[src/mic_rms_pkg.sv]
// shared constants and types for the microphone rms level meter
`timescale 1ns / 1ps

package mic_rms_pkg;

  localparam int MAX_CHUNK_DEF = 512;
  localparam int QUEUE_DEPTH   = 2;

  localparam int RAW_W   = 32;
  localparam int PCM_W   = 16;
  localparam int PCM_LSB = 14;
  localparam int MAG_W   = 17;
  localparam int SQ_W    = 31;
  localparam int LEVEL_W = 17;
  localparam logic [LEVEL_W-1:0] LEVEL_FULL = 17'd65536;

  // quotient of 4*sum/n never exceeds 2^32, its root never exceeds 2^16
  localparam int QUOT_W    = 33;
  localparam int RAD_W     = 34;
  localparam int ROOT_W    = 17;
  localparam int SQ_REM_W  = ROOT_W + 2;
  localparam int SQ_STEPS  = RAD_W / 2;

  // floor(x/10) as (x * RECIP_10) >> RECIP_SH, exact for x below 2^20
  localparam int NUM_W    = 20;
  localparam int RECIP_W  = 20;
  localparam logic [RECIP_W-1:0] RECIP_10 = 20'd838861;
  localparam int RECIP_SH = 23;
  localparam int PROD_W   = NUM_W + RECIP_W;

  typedef enum logic [2:0] {
    BK_IDLE,
    BK_DIV,
    BK_SQRT,
    BK_MIX,
    BK_SCALE,
    BK_DONE
  } back_state_e;

endpackage

[src/mic_rms_front.sv]
// front end: pcm extraction, squaring, chunk accumulation and close detection
`timescale 1ns / 1ps

module mic_rms_front #(
  parameter int MAX_CHUNK = mic_rms_pkg::MAX_CHUNK_DEF,
  parameter int SUM_W     = 31 + $clog2(MAX_CHUNK),
  parameter int CNT_W     = $clog2(MAX_CHUNK + 1)
) (
  input  logic                                clk_i,
  input  logic                                rst_ni,
  input  logic                                cfg_we_i,
  input  logic                                cfg_enable_i,
  input  logic                                in_valid_i,
  output logic                                in_stall_o,
  input  logic [mic_rms_pkg::RAW_W-1:0]       raw_word_i,
  input  logic                                last_in_chunk_i,
  output logic                                push_valid_o,
  input  logic                                push_ready_i,
  output logic [mic_rms_pkg::PCM_W-1:0]       push_pcm_o,
  output logic                                push_closed_o,
  output logic [SUM_W-1:0]                    push_sum_o,
  output logic [CNT_W-1:0]                    push_cnt_o
);

  logic                               en_q;
  logic                               s1_vld_q, s1_vld_d;
  logic [mic_rms_pkg::PCM_W-1:0]      s1_pcm_q;
  logic                               s1_last_q;
  logic [mic_rms_pkg::SQ_W-1:0]       s1_sq_q;
  logic [SUM_W-1:0]                   sum_q, sum_d;
  logic [CNT_W-1:0]                   cnt_q, cnt_d;

  logic                               in_acc;
  logic                               push;
  logic [mic_rms_pkg::PCM_W-1:0]      pcm;
  logic [mic_rms_pkg::MAG_W-1:0]      mag;
  logic [2*mic_rms_pkg::MAG_W-1:0]    sq_full;
  logic [SUM_W-1:0]                   sum_new;
  logic [CNT_W-1:0]                   cnt_new;
  logic                               closed;

  assign in_stall_o = s1_vld_q & ~push_ready_i;
  assign in_acc     = in_valid_i & ~in_stall_o;
  assign push       = s1_vld_q & push_ready_i;

  assign pcm     = raw_word_i[mic_rms_pkg::PCM_LSB +: mic_rms_pkg::PCM_W];
  assign mag     = pcm[mic_rms_pkg::PCM_W-1]
                 ? (mic_rms_pkg::MAG_W'(17'h10000) - {1'b0, pcm})
                 : {1'b0, pcm};
  assign sq_full = mag * mag;

  assign sum_new = sum_q + SUM_W'(s1_sq_q);
  assign cnt_new = cnt_q + CNT_W'(1);
  assign closed  = s1_last_q | (cnt_new == CNT_W'(MAX_CHUNK));

  assign push_valid_o  = s1_vld_q;
  assign push_pcm_o    = s1_pcm_q;
  assign push_closed_o = closed;
  assign push_sum_o    = sum_new;
  assign push_cnt_o    = cnt_new;

  always_comb begin
    s1_vld_d = s1_vld_q;
    if (in_acc && en_q) begin
      s1_vld_d = 1'b1;
    end else if (push) begin
      s1_vld_d = 1'b0;
    end
  end

  always_comb begin
    sum_d = sum_q;
    cnt_d = cnt_q;
    if (cfg_we_i) begin
      sum_d = '0;
      cnt_d = '0;
    end else if (push) begin
      sum_d = closed ? '0 : sum_new;
      cnt_d = closed ? '0 : cnt_new;
    end
  end

  always_ff @(posedge clk_i or negedge rst_ni) begin
    if (!rst_ni) begin
      en_q     <= 1'b0;
      s1_vld_q <= 1'b0;
      sum_q    <= '0;
      cnt_q    <= '0;
    end else begin
      if (cfg_we_i) begin
        en_q <= cfg_enable_i;
      end
      s1_vld_q <= s1_vld_d;
      sum_q    <= sum_d;
      cnt_q    <= cnt_d;
    end
  end

  always_ff @(posedge clk_i) begin
    if (in_acc && en_q) begin
      s1_pcm_q  <= pcm;
      s1_last_q <= last_in_chunk_i;
      s1_sq_q   <= sq_full[mic_rms_pkg::SQ_W-1:0];
    end
  end

`ifndef ASSERT_OFF
  a_cnt_below_max: assert property (@(posedge clk_i) disable iff (!rst_ni)
    cnt_q < CNT_W'(MAX_CHUNK))
    else $error("chunk count reached the limit without closing");

  a_stall_needs_item: assert property (@(posedge clk_i) disable iff (!rst_ni)
    in_stall_o |-> s1_vld_q)
    else $error("stall raised with no held request");

  a_square_range: assert property (@(posedge clk_i) disable iff (!rst_ni)
    s1_vld_q |-> s1_sq_q <= mic_rms_pkg::SQ_W'(31'h40000000))
    else $error("square out of range");
`endif

endmodule

[src/mic_rms_fifo.sv]
// short request queue between the front and back ends
`timescale 1ns / 1ps

module mic_rms_fifo #(
  parameter int DATA_W = 8,
  parameter int DEPTH  = mic_rms_pkg::QUEUE_DEPTH,
  parameter int PTR_W  = (DEPTH > 1) ? $clog2(DEPTH) : 1,
  parameter int CNT_W  = $clog2(DEPTH + 1)
) (
  input  logic              clk_i,
  input  logic              rst_ni,
  input  logic              wr_valid_i,
  output logic              wr_ready_o,
  input  logic [DATA_W-1:0] wr_data_i,
  output logic              rd_valid_o,
  input  logic              rd_ready_i,
  output logic [DATA_W-1:0] rd_data_o
);

  logic [DATA_W-1:0] mem_q [DEPTH];
  logic [PTR_W-1:0]  wr_ptr_q, rd_ptr_q;
  logic [CNT_W-1:0]  cnt_q;
  logic              wr_en, rd_en;

  assign wr_ready_o = cnt_q != CNT_W'(DEPTH);
  assign rd_valid_o = cnt_q != '0;
  assign wr_en      = wr_valid_i & wr_ready_o;
  assign rd_en      = rd_valid_o & rd_ready_i;
  assign rd_data_o  = mem_q[rd_ptr_q];

  always_ff @(posedge clk_i or negedge rst_ni) begin
    if (!rst_ni) begin
      wr_ptr_q <= '0;
      rd_ptr_q <= '0;
      cnt_q    <= '0;
    end else begin
      if (wr_en) begin
        wr_ptr_q <= (wr_ptr_q == PTR_W'(DEPTH - 1)) ? '0 : wr_ptr_q + PTR_W'(1);
      end
      if (rd_en) begin
        rd_ptr_q <= (rd_ptr_q == PTR_W'(DEPTH - 1)) ? '0 : rd_ptr_q + PTR_W'(1);
      end
      if (wr_en && !rd_en) begin
        cnt_q <= cnt_q + CNT_W'(1);
      end else if (rd_en && !wr_en) begin
        cnt_q <= cnt_q - CNT_W'(1);
      end
    end
  end

  always_ff @(posedge clk_i) begin
    if (wr_en) begin
      mem_q[wr_ptr_q] <= wr_data_i;
    end
  end

endmodule

[src/mic_rms_back.sv]
// back end: mean-square divide, square root, smoothing and output register
`timescale 1ns / 1ps

module mic_rms_back #(
  parameter int MAX_CHUNK = mic_rms_pkg::MAX_CHUNK_DEF,
  parameter int SUM_W     = 31 + $clog2(MAX_CHUNK),
  parameter int CNT_W     = $clog2(MAX_CHUNK + 1)
) (
  input  logic                                  clk_i,
  input  logic                                  rst_ni,
  input  logic                                  cfg_we_i,
  input  logic                                  req_valid_i,
  output logic                                  req_pop_o,
  input  logic [mic_rms_pkg::PCM_W-1:0]         req_pcm_i,
  input  logic                                  req_closed_i,
  input  logic [SUM_W-1:0]                      req_sum_i,
  input  logic [CNT_W-1:0]                      req_cnt_i,
  output logic                                  out_valid_o,
  input  logic                                  out_stall_i,
  output logic [mic_rms_pkg::PCM_W-1:0]         pcm_sample_o,
  output logic [mic_rms_pkg::LEVEL_W-1:0]       level_o,
  output logic                                  level_updated_o
);

  localparam int DVD_W  = SUM_W + 2;
  localparam int STEP_W = $clog2(DVD_W);

  mic_rms_pkg::back_state_e state_q, state_d;

  logic [STEP_W-1:0]                    step_q;
  logic [DVD_W-1:0]                     dvd_q;
  logic [CNT_W-1:0]                     rem_q;
  logic [CNT_W-1:0]                     div_q;
  logic [mic_rms_pkg::RAD_W-1:0]        rad_q;
  logic [mic_rms_pkg::SQ_REM_W-1:0]     sq_rem_q;
  logic [mic_rms_pkg::ROOT_W-1:0]       root_q;
  logic [mic_rms_pkg::NUM_W-1:0]        num_q;
  logic [mic_rms_pkg::PROD_W-1:0]       prod_q;
  logic [mic_rms_pkg::PCM_W-1:0]        pcm_q;
  logic [mic_rms_pkg::LEVEL_W-1:0]      level_q;

  logic                                 out_valid_q;
  logic [mic_rms_pkg::PCM_W-1:0]        out_pcm_q;
  logic [mic_rms_pkg::LEVEL_W-1:0]      out_level_q;
  logic                                 out_upd_q;

  logic                                 out_free;
  logic                                 out_load;
  logic                                 out_upd;

  logic [CNT_W:0]                       rem_sh;
  logic                                 div_ge;
  logic [CNT_W-1:0]                     rem_next;
  logic [DVD_W-1:0]                     dvd_next;

  logic [mic_rms_pkg::SQ_REM_W+1:0]     sq_sh;
  logic [mic_rms_pkg::SQ_REM_W+1:0]     sq_trial;
  logic                                 sq_ge;
  logic [mic_rms_pkg::SQ_REM_W+1:0]     sq_diff;

  logic [mic_rms_pkg::LEVEL_W-1:0]      lv_raw;
  logic [mic_rms_pkg::LEVEL_W-1:0]      lv_new;

  assign out_free = ~out_valid_q | ~out_stall_i;

  // restoring divide, one quotient bit per cycle
  assign rem_sh   = {rem_q, dvd_q[DVD_W-1]};
  assign div_ge   = rem_sh >= {1'b0, div_q};
  assign rem_next = div_ge ? CNT_W'(rem_sh - {1'b0, div_q}) : CNT_W'(rem_sh);
  assign dvd_next = {dvd_q[DVD_W-2:0], div_ge};

  // digit-by-digit square root, one root bit per cycle
  assign sq_sh    = {sq_rem_q, rad_q[mic_rms_pkg::RAD_W-1 -: 2]};
  assign sq_trial = {2'b00, root_q, 2'b01};
  assign sq_ge    = sq_sh >= sq_trial;
  assign sq_diff  = sq_sh - sq_trial;

  assign lv_raw = prod_q[mic_rms_pkg::RECIP_SH +: mic_rms_pkg::LEVEL_W];
  assign lv_new = (lv_raw > mic_rms_pkg::LEVEL_FULL) ? mic_rms_pkg::LEVEL_FULL : lv_raw;

  always_comb begin
    state_d = state_q;
    unique case (state_q)
      mic_rms_pkg::BK_IDLE: begin
        if (req_valid_i && req_closed_i) begin
          state_d = mic_rms_pkg::BK_DIV;
        end
      end
      mic_rms_pkg::BK_DIV: begin
        if (step_q == '0) begin
          state_d = mic_rms_pkg::BK_SQRT;
        end
      end
      mic_rms_pkg::BK_SQRT: begin
        if (step_q == '0) begin
          state_d = mic_rms_pkg::BK_MIX;
        end
      end
      mic_rms_pkg::BK_MIX:   state_d = mic_rms_pkg::BK_SCALE;
      mic_rms_pkg::BK_SCALE: state_d = mic_rms_pkg::BK_DONE;
      mic_rms_pkg::BK_DONE: begin
        if (out_free) begin
          state_d = mic_rms_pkg::BK_IDLE;
        end
      end
      default: state_d = mic_rms_pkg::BK_IDLE;
    endcase
  end

  always_comb begin
    req_pop_o = 1'b0;
    out_load  = 1'b0;
    out_upd   = 1'b0;
    unique case (state_q)
      mic_rms_pkg::BK_IDLE: begin
        req_pop_o = req_valid_i & (req_closed_i | out_free);
        out_load  = req_valid_i & ~req_closed_i & out_free;
      end
      mic_rms_pkg::BK_DONE: begin
        out_load = out_free;
        out_upd  = out_free;
      end
      default: ;
    endcase
  end

  always_ff @(posedge clk_i or negedge rst_ni) begin
    if (!rst_ni) begin
      state_q     <= mic_rms_pkg::BK_IDLE;
      level_q     <= '0;
      out_valid_q <= 1'b0;
    end else begin
      state_q <= state_d;
      if (cfg_we_i) begin
        level_q <= '0;
      end else if (out_upd) begin
        level_q <= lv_new;
      end
      if (out_load) begin
        out_valid_q <= 1'b1;
      end else if (!out_stall_i) begin
        out_valid_q <= 1'b0;
      end
    end
  end

  always_ff @(posedge clk_i) begin
    unique case (state_q)
      mic_rms_pkg::BK_IDLE: begin
        dvd_q  <= {req_sum_i, 2'b00};
        div_q  <= req_cnt_i;
        rem_q  <= '0;
        pcm_q  <= req_pcm_i;
        step_q <= STEP_W'(DVD_W - 1);
      end
      mic_rms_pkg::BK_DIV: begin
        dvd_q <= dvd_next;
        rem_q <= rem_next;
        if (step_q == '0) begin
          rad_q    <= mic_rms_pkg::RAD_W'(dvd_next[mic_rms_pkg::QUOT_W-1:0]);
          sq_rem_q <= '0;
          root_q   <= '0;
          step_q   <= STEP_W'(mic_rms_pkg::SQ_STEPS - 1);
        end else begin
          step_q <= step_q - STEP_W'(1);
        end
      end
      mic_rms_pkg::BK_SQRT: begin
        rad_q    <= {rad_q[mic_rms_pkg::RAD_W-3:0], 2'b00};
        sq_rem_q <= sq_ge ? mic_rms_pkg::SQ_REM_W'(sq_diff) : mic_rms_pkg::SQ_REM_W'(sq_sh);
        root_q   <= {root_q[mic_rms_pkg::ROOT_W-2:0], sq_ge};
        step_q   <= step_q - STEP_W'(1);
      end
      mic_rms_pkg::BK_MIX: begin
        num_q <= mic_rms_pkg::NUM_W'(level_q) * mic_rms_pkg::NUM_W'(7)
               + mic_rms_pkg::NUM_W'(root_q) * mic_rms_pkg::NUM_W'(3);
      end
      mic_rms_pkg::BK_SCALE: begin
        prod_q <= mic_rms_pkg::PROD_W'(num_q) * mic_rms_pkg::PROD_W'(mic_rms_pkg::RECIP_10);
      end
      default: ;
    endcase
  end

  always_ff @(posedge clk_i) begin
    if (out_load) begin
      out_upd_q <= out_upd;
      if (out_upd) begin
        out_pcm_q   <= pcm_q;
        out_level_q <= lv_new;
      end else begin
        out_pcm_q   <= req_pcm_i;
        out_level_q <= level_q;
      end
    end
  end

  assign out_valid_o     = out_valid_q;
  assign pcm_sample_o    = out_pcm_q;
  assign level_o         = out_level_q;
  assign level_updated_o = out_upd_q;

`ifndef ASSERT_OFF
  a_level_range: assert property (@(posedge clk_i) disable iff (!rst_ni)
    level_q <= mic_rms_pkg::LEVEL_FULL)
    else $error("smoothed level above full scale");

  a_div_nonzero: assert property (@(posedge clk_i) disable iff (!rst_ni)
    state_q == mic_rms_pkg::BK_DIV |-> div_q != '0)
    else $error("divide by a zero sample count");

  a_rem_bound: assert property (@(posedge clk_i) disable iff (!rst_ni)
    state_q == mic_rms_pkg::BK_DIV |-> rem_q < div_q)
    else $error("divider remainder out of range");

  a_pop_valid: assert property (@(posedge clk_i) disable iff (!rst_ni)
    req_pop_o |-> req_valid_i)
    else $error("pop from an empty queue");
`endif

endmodule

[src/mic_sample_rms_level_meter.sv]
// top level of the microphone rms level meter
// path: a sample that does not close a chunk passes the front register, the queue
// and the output register; a chunk-closing sample also passes the back end's
// bit-serial divider and square root, smoothing and scaling, which hold later ones
// throughput: one sample per cycle between chunk ends while out_stall_i is low
// reset: asynchronous active low; clears enable, sums, count, level and all valids
`timescale 1ns / 1ps

module mic_sample_rms_level_meter #(
  parameter int MAX_CHUNK = mic_rms_pkg::MAX_CHUNK_DEF
) (
  input  logic                                  clk_i,
  input  logic                                  rst_ni,
  input  logic                                  cfg_valid_i,
  output logic                                  cfg_ready_o,
  input  logic                                  capture_enable_i,
  input  logic                                  in_valid_i,
  output logic                                  in_stall_o,
  input  logic signed [mic_rms_pkg::RAW_W-1:0]  raw_word_i,
  input  logic                                  last_in_chunk_i,
  output logic                                  out_valid_o,
  input  logic                                  out_stall_i,
  output logic signed [mic_rms_pkg::PCM_W-1:0]  pcm_sample_o,
  output logic [mic_rms_pkg::LEVEL_W-1:0]       level_o,
  output logic                                  level_updated_o
);

  localparam int SUM_W  = 31 + $clog2(MAX_CHUNK);
  localparam int CNT_W  = $clog2(MAX_CHUNK + 1);
  localparam int REQ_W  = mic_rms_pkg::PCM_W + 1 + SUM_W + CNT_W;

  logic                               cfg_we;
  logic                               push_valid, push_ready;
  logic [mic_rms_pkg::PCM_W-1:0]      push_pcm;
  logic                               push_closed;
  logic [SUM_W-1:0]                   push_sum;
  logic [CNT_W-1:0]                   push_cnt;
  logic                               req_valid, req_pop;
  logic [REQ_W-1:0]                   req_data;
  logic [mic_rms_pkg::PCM_W-1:0]      pcm_out;

  assign cfg_ready_o = 1'b1;
  assign cfg_we      = cfg_valid_i & cfg_ready_o;

  mic_rms_front #(
    .MAX_CHUNK (MAX_CHUNK),
    .SUM_W     (SUM_W),
    .CNT_W     (CNT_W)
  ) u_front (
    .clk_i           (clk_i),
    .rst_ni          (rst_ni),
    .cfg_we_i        (cfg_we),
    .cfg_enable_i    (capture_enable_i),
    .in_valid_i      (in_valid_i),
    .in_stall_o      (in_stall_o),
    .raw_word_i      (raw_word_i),
    .last_in_chunk_i (last_in_chunk_i),
    .push_valid_o    (push_valid),
    .push_ready_i    (push_ready),
    .push_pcm_o      (push_pcm),
    .push_closed_o   (push_closed),
    .push_sum_o      (push_sum),
    .push_cnt_o      (push_cnt)
  );

  mic_rms_fifo #(
    .DATA_W (REQ_W),
    .DEPTH  (mic_rms_pkg::QUEUE_DEPTH)
  ) u_fifo (
    .clk_i      (clk_i),
    .rst_ni     (rst_ni),
    .wr_valid_i (push_valid),
    .wr_ready_o (push_ready),
    .wr_data_i  ({push_pcm, push_closed, push_sum, push_cnt}),
    .rd_valid_o (req_valid),
    .rd_ready_i (req_pop),
    .rd_data_o  (req_data)
  );

  mic_rms_back #(
    .MAX_CHUNK (MAX_CHUNK),
    .SUM_W     (SUM_W),
    .CNT_W     (CNT_W)
  ) u_back (
    .clk_i           (clk_i),
    .rst_ni          (rst_ni),
    .cfg_we_i        (cfg_we),
    .req_valid_i     (req_valid),
    .req_pop_o       (req_pop),
    .req_pcm_i       (req_data[REQ_W-1 -: mic_rms_pkg::PCM_W]),
    .req_closed_i    (req_data[SUM_W + CNT_W]),
    .req_sum_i       (req_data[CNT_W +: SUM_W]),
    .req_cnt_i       (req_data[CNT_W-1:0]),
    .out_valid_o     (out_valid_o),
    .out_stall_i     (out_stall_i),
    .pcm_sample_o    (pcm_out),
    .level_o         (level_o),
    .level_updated_o (level_updated_o)
  );

  assign pcm_sample_o = pcm_out;

endmodule
[config.mk]
export PLATFORM = sky130hd
export DESIGN_NAME = mic_sample_rms_level_meter
export DESIGN_NICKNAME = d
export VERILOG_FILES = /design/src/mic_rms_pkg.sv /design/src/mic_rms_front.sv /design/src/mic_rms_fifo.sv /design/src/mic_rms_back.sv /design/src/mic_sample_rms_level_meter.sv
export SDC_FILE = /design/constraint.sdc
export NUM_CORES = 2
export LEC_CHECK = 0
export BUFFER_PORTS_ARGS = -buffer_cell sky130_fd_sc_hd__buf_4
export CAP_MARGIN = 30
export CELL_PAD_IN_SITES_DETAIL_PLACEMENT = 0
export CELL_PAD_IN_SITES_GLOBAL_PLACEMENT = 1
export CORE_ASPECT_RATIO = 1.25
export CORE_MARGIN = 2
export CORE_UTILIZATION = 30
export CTS_CLUSTER_DIAMETER = 60
export DETAILED_ROUTE_END_ITERATION = 10
export GPL_ROUTABILITY_DRIVEN = 1
export PLACE_DENSITY = 0.52
export SYNTH_ARGS = -nofsm -noshare
export SYNTH_HDL_FRONTEND = slang
export SYNTH_HIERARCHICAL = 1
export SYNTH_SLANG_ARGS = --single-unit
[constraint.sdc]
create_clock -name clk_i -period 28.9 [get_ports clk_i]
set_input_delay 1.445 -clock clk_i [delete_from_list [all_inputs] [get_ports clk_i]]
set_output_delay 1.445 -clock clk_i [all_outputs]
set_load 0.05 [all_outputs]
# == Word level (Yosys, flattened, before mapping) ==
# Memory sizes are Yosys's and may differ from the RTL's.
# Index checks and enable logic that the tools add are counted.
# Widths: inputs -> output; s select.
# op_classes
magnitude_cmp,3
add_sub_neg,11
muxes,41
n_eq_ne,12
bitwise,15
reduce_logical,17
multipliers,4
# ops
operator,count
$mux 40,3
$mux 17,5
$pmux 42 s2,1
$pmux 34 s2,1
$add 40x31->40,1
$mul 20x20->40 const B,1
$mux 10,4
$mux 19,2
$pmux 19 s2,1
$mux 34,1
$pmux 17 s2,1
$mul 17x17->31,1
$ge 21x19->1,1
$add 20x19->20,1
$mul 17x3->20 const B,1
$pmux 10 s2,1
$mul 17x2->19 const B,1
$sub 19x19->19,1
$pmux 3 s6,1
$pmux 6 s3,1
$gt 17x17->1 const B,1
$sub 17x16->17 const A,1
$mux 16,1
$mux 3,4
28 further kinds,66
# word_totals
reg_bits,373
ramBits,134
wordCells,130
mem_count,1
# memory_table
memory,words,width,rd,rd_ports_with_merged_regs,wr,line_no,text
u_fifo.mem_q,2,67,1,0,1,mic_rms_fifo.sv:20,logic [DATA_W-1:0] mem_q [DEPTH];

# == Longest topological paths before layout ==
# depth
depth_word,9
ltp_mapped,32
mapped_depth_nobuf,29

# == By module ==
# The synthesis kept the hierarchy.
# modules_own_cells
module,area_per_inst_um2,cells_each,instances
mic_rms_back,19779.0,1795,1
mic_rms_front,13136.3,1394,1
mic_rms_fifo,5119.9,227,1
mic_sample_rms_level_meter,11.3,2,1

# == Least setup slack after synthesis ==
# No wires, ideal clock.
# synth_path
kind,register to register
start,register u_back.state_q[2]
end,register u_back/rad_q[0] (netlist name) (enable)
required_ns,28.305
setup_ns,0.595
t_arrival_ns,8.633
path_slack_ns,19.672
path_stages_with_launch,6
period_less_slack_ns,9.228
path_cell_list,dfrtp_1 > buf_2 > nor2_1 > nand2_1 > clkbuf_1 > o21ai_0
# synth_via
elab_chain_len,3
elab_cells_between_ends,5
classes_between,eq/ne: 3; reduce/logical: 2
# synth_rtl
element,line_no,text
from (decl),mic_rms_back.sv:28,"mic_rms_pkg::back_state_e state_q, state_d;"
from (signal assigned),mic_rms_back.sv:129,state_q <= mic_rms_pkg::BK_IDLE;
from (signal assigned),mic_rms_back.sv:133,state_q <= state_d;
$eq 3x1->1 / $eq 3x2->1 (equally long branches),mic_rms_back.sv:148,unique case (state_q)
$ne 2x1->1 (no line) / $reduce_bool 2->1 (equally long branches),-,
$reduce_and 2->1 (no line) *,-,
to (signal assigned),mic_rms_back.sv:160,rad_q <= mic_rms_pkg::RAD_W'(dvd_next[mic_rms_pkg::QUOT_W-1:0]);
to (signal assigned),mic_rms_back.sv:169,"rad_q <= {rad_q[mic_rms_pkg::RAD_W-3:0], 2'b00};"
to (decl),mic_rms_back.sv:34,logic [mic_rms_pkg::RAD_W-1:0] rad_q;
# Every way passes the cells marked *; elsewhere a longest branch is shown, timed or not.
# A chain may end at the register's enable or synchronous reset.

# == Worst setup path in the final report ==
# layout_path
start,input raw_word_i[14] (netlist name)
end,register u_front/s1_sq_q[28] (netlist name) (data pin)
# layout_via
elab_chain_len,3
# layout_rtl
element,line_no,text
from (decl),mic_sample_rms_level_meter.sv:19,"input logic signed [mic_rms_pkg::RAW_W-1:0] raw_word_i,"
$sub 17x16->17,mic_rms_front.sv:48,"? (mic_rms_pkg::MAG_W'(17'h10000) - {1'b0, pcm})"
$mux 17 *,mic_rms_front.sv:48,
$mul 17x17->31 *,mic_rms_front.sv:50,assign sq_full = mag * mag;
named net u_front.sq_full (one bit),mic_rms_front.sv:37,logic [2*mic_rms_pkg::MAG_W-1:0] sq_full;
to (signal assigned),mic_rms_front.sv:103,s1_sq_q <= sq_full[mic_rms_pkg::SQ_W-1:0];
to (decl),mic_rms_front.sv:29,logic [mic_rms_pkg::SQ_W-1:0] s1_sq_q;
# The timed path passes the listed nets; every way through them passes the cells marked *.

==> impl_metrics.toml <==
[power_and_ir_drop]
leakagePower_nw = 19.7
p_per_area_nw_per_um2 = 126
ir_worst_vdd_mv = 0.215

[routing]
viasPerCell = 4.53
postRouteAntennaNets = 0
wl_met3_um = 2220
firstDrtPassIters = 5
wl_met2_um = 51400
drc = 0
drtIter0Drc = 1148
drt-total-wl_um = 94900
routed-via-count = 23900
wl_per_cell_um = 18.0
top_layer = "met5"
drt-met1-wl_um = 38600

[setup_path]
worstSetupPathType = "in -> reg"
cp_common_cell = "inv_1"
critPathSlowestCell = "xnor2_1"
crit_buf_inv = 8
r2r_setup_slack_ps = 22140
endpoint_kind = "flip-flop"
crit_arrival_ps = 9300
critPathLaunch = "raw_word_i[14]"
slowest_delay_ps = 560
cp-start-kind = "input port"
cp_top_family = "adder cells"
crit_fanout = 12
r2r-start = "u_back/num_q[8]$_DFFE_PN_"
critical_path_required_ps = 29270

[clock_network]
numCtsBuffers = 57
post_cts_buffers = 0
cts_tree = "yes"
clockBufferDepth = 3
ctsHoldBuffers = 0
clk_latency_ps = 670
htreeDepth = 2
clock_sinks = 482
cts_resized = 0
clkTransAtPathRegs_ps = 60
root_buffer = "clkbuf_16"

[synthesis]
yosysTopAreaCell = "edfxtp_1"
yosys_warnings = 6
post_synth.cell_area_avg_um2 = 11.1
synthDistinctLibCells = 84
synth_top_area_share_pct = 32.0
synthTopCellsByCount = "556 x inv_1, 443 x nand2_1, 405 x edfxtp_1"
ys_seq_area_share_pct = 37.0
synthTopCellsByArea = "edfxtp_1 32%, fa_1 19%, ha_1 13%"
synth_edf_count = 405
synth_cells = 3418
post-synth-top-count-cell = "inv_1"
ys_ff_latch = 482
synth_ff_type = "edfxtp_1"
synth_area_um2 = 38000
async_reset_ff_share_pct = 16.0

[layout]
final_layout_size_suffix_gt1_share_pct = 8.90
nets = 4305
synthToLayoutAreaGrowth_pct = 12.2
antennaDiodeCount = 0

[sta]
drv_slew = 0
hold_viol = 0
setup_tns_ps = 0
fmax_ghz = 0.112
relSlewSlack_pct = 35.3
grt_setup_unrepaired = "no"
tightest_slew_ps = 971
skew_ps = 50.9
min_period_ps = 8930
setup_viol = 0
finalCritPeriodShare_pct = 30.9
fin_ws_ps = 19970

[grt]
grt_pass1_vias = 26500
grt_pass1_wl_um = 151000
grt_use_total_pct = 15.1
grt_overflow = 0
grt_max_degree = 71
grt_antenna_before_repair = 3

[floorplanning]
ioPinCount = 76
dieArea_um2 = 130000
die_h_um = 402
dieWidth_um = 323
core_area_um2 = 126000
placementRows = 146
start_util_pct = 30.1

[outcome]
status = "finished clean"

[place]
port_buffers = 58
dp_hpwl_um = 74900
place_ws_ps = 19220
gp_congestion = 0.817

[min_path]
hp-class = "reg -> reg"
worstHoldStart = "u_front/push_pcm_o[10]$_DFFE_PP_"

[flow_run]
drv_cap = 0
==> path summary, 6_finish.rpt <==
check | endpoint | depth (start not counted)
min in group asynchronous | u_front/en_q$_DFFE_PN0P_ | 1
max | u_front/s1_sq_q[28]$_DFFE_PP_ | 29
max reg2reg | u_back/prod_q[39]$_DFFE_PP_ | 23
max in group asynchronous | u_fifo/rd_ptr_q$_DFFE_PN0P_ | 2
min | u_fifo/mem_q[0][61]$_DFFE_PP_ | 0
min reg2reg | u_fifo/mem_q[0][61]$_DFFE_PP_ | 0
==> state kept, by name, indices dropped and copies added, names as in the netlist, 19 cells and up <==
register	count
u_back/dvd_q	42
u_back/num_q	20
u_back/rad_q	34
u_back/sq_rem_q	19
u_fifo/mem_q	134
u_front/s1_sq_q	29
u_front/sum_q	40
==> report_power, final <==
| part | switching (mW) | internal [mW] | leakage [nW] |
|---|---|---|---|
| combinational | 2.02 | 1.43 | 13.8 |
| clock | 0.315 | 0.426 | 0.946 |
| sequential | 0.0708 | 1.12 | 4.96 |
| total | 2.41 | 2.97 | 19.7 |
==> layout by cell type (no fill, tap or decap), types with 25 or more instances in the layout <==
master     instances
inv_1            556
nand3_1           38
xor2_1            76
nor2b_1           29
ha_1             384
nor2_1           157
edfxtp_1         405
buf_4             92
a22o_1            47
nand2_1          441
nand4_1           29
fa_1             368
a21o_1            56
clkbuf_16         57
conb_1            34
xnor2_1          101
nand2b_1          25
dfrtp_1           76
a21oi_1          122
o21ai_0           63
mux2_2            49
==> per-stage QoR <==
| step | utilization, % | std cells | hold slack, ps | power, mW | instance area (um2) |
|---|---|---|---|---|---|
| floorplan | - | 3449 | 421 | 3.83 | 38200 |
| global placement | 32.2 | 5154 | 425 | 4.74 | 40700 |
| detailed placement | 32.3 | 5157 | 435 | 4.72 | 40700 |
| CTS | 33.8 | 5265 | 425 | 5.51 | 42700 |
| global route | 33.8 | 5265 | 432 | 5.98 | 42700 |
| finish | 33.8 | 5265 | 440 | 5.38 | 42700 |
==> cells by family (layout without fill, tap and decap cells) <==
kind of cell	after synthesis	in the layout	synth area share (%)
DFF	482	482	37.0
AOI/OAI and AO/OA	450	450	8.12
xor gates and xnor gates	178	178	4.10
adders and majority gates	752	752	32.0
other	3	34	0.0296
and+or+nand+nor	822	822	9.51
muxes	83	83	2.61
buffers and inverters	648	762	6.61
==> final cells by class <==
type / instances / area [um2]
Multi-Input combinational cell: 2319 / 21700
Sequential cell: 482 / 14100
Inverter: 560 / 2100
Clock inverter: 32 / 435
Tap cell: 1702 / 2130
Clock buffer: 76 / 1530
Timing Repair Buffer: 94 / 733
Fill cell: 12900 / 83600
==> routing by layer <==
metal	vias to the layer above	track usage (%)
met3	118	1.57
met1	12000	17.4
li1	11600	-
met5	-	0
met2	222	29.0
met4	2	4.34
==> worst reg2reg max path: cells and delay by family (launching register included) <==
| family | cells | cell delay [ps] |
|---|---|---|
| xor+xnor | 2 | 360 |
| fa+ha+maj | 8 | 3370 |
| buf+inv | 4 | 230 |
| simple gates | 2 | 420 |
| compound gates | 7 | 1520 |
| flops | 1 | 610 |
Power figures use the tool's default switching activity.
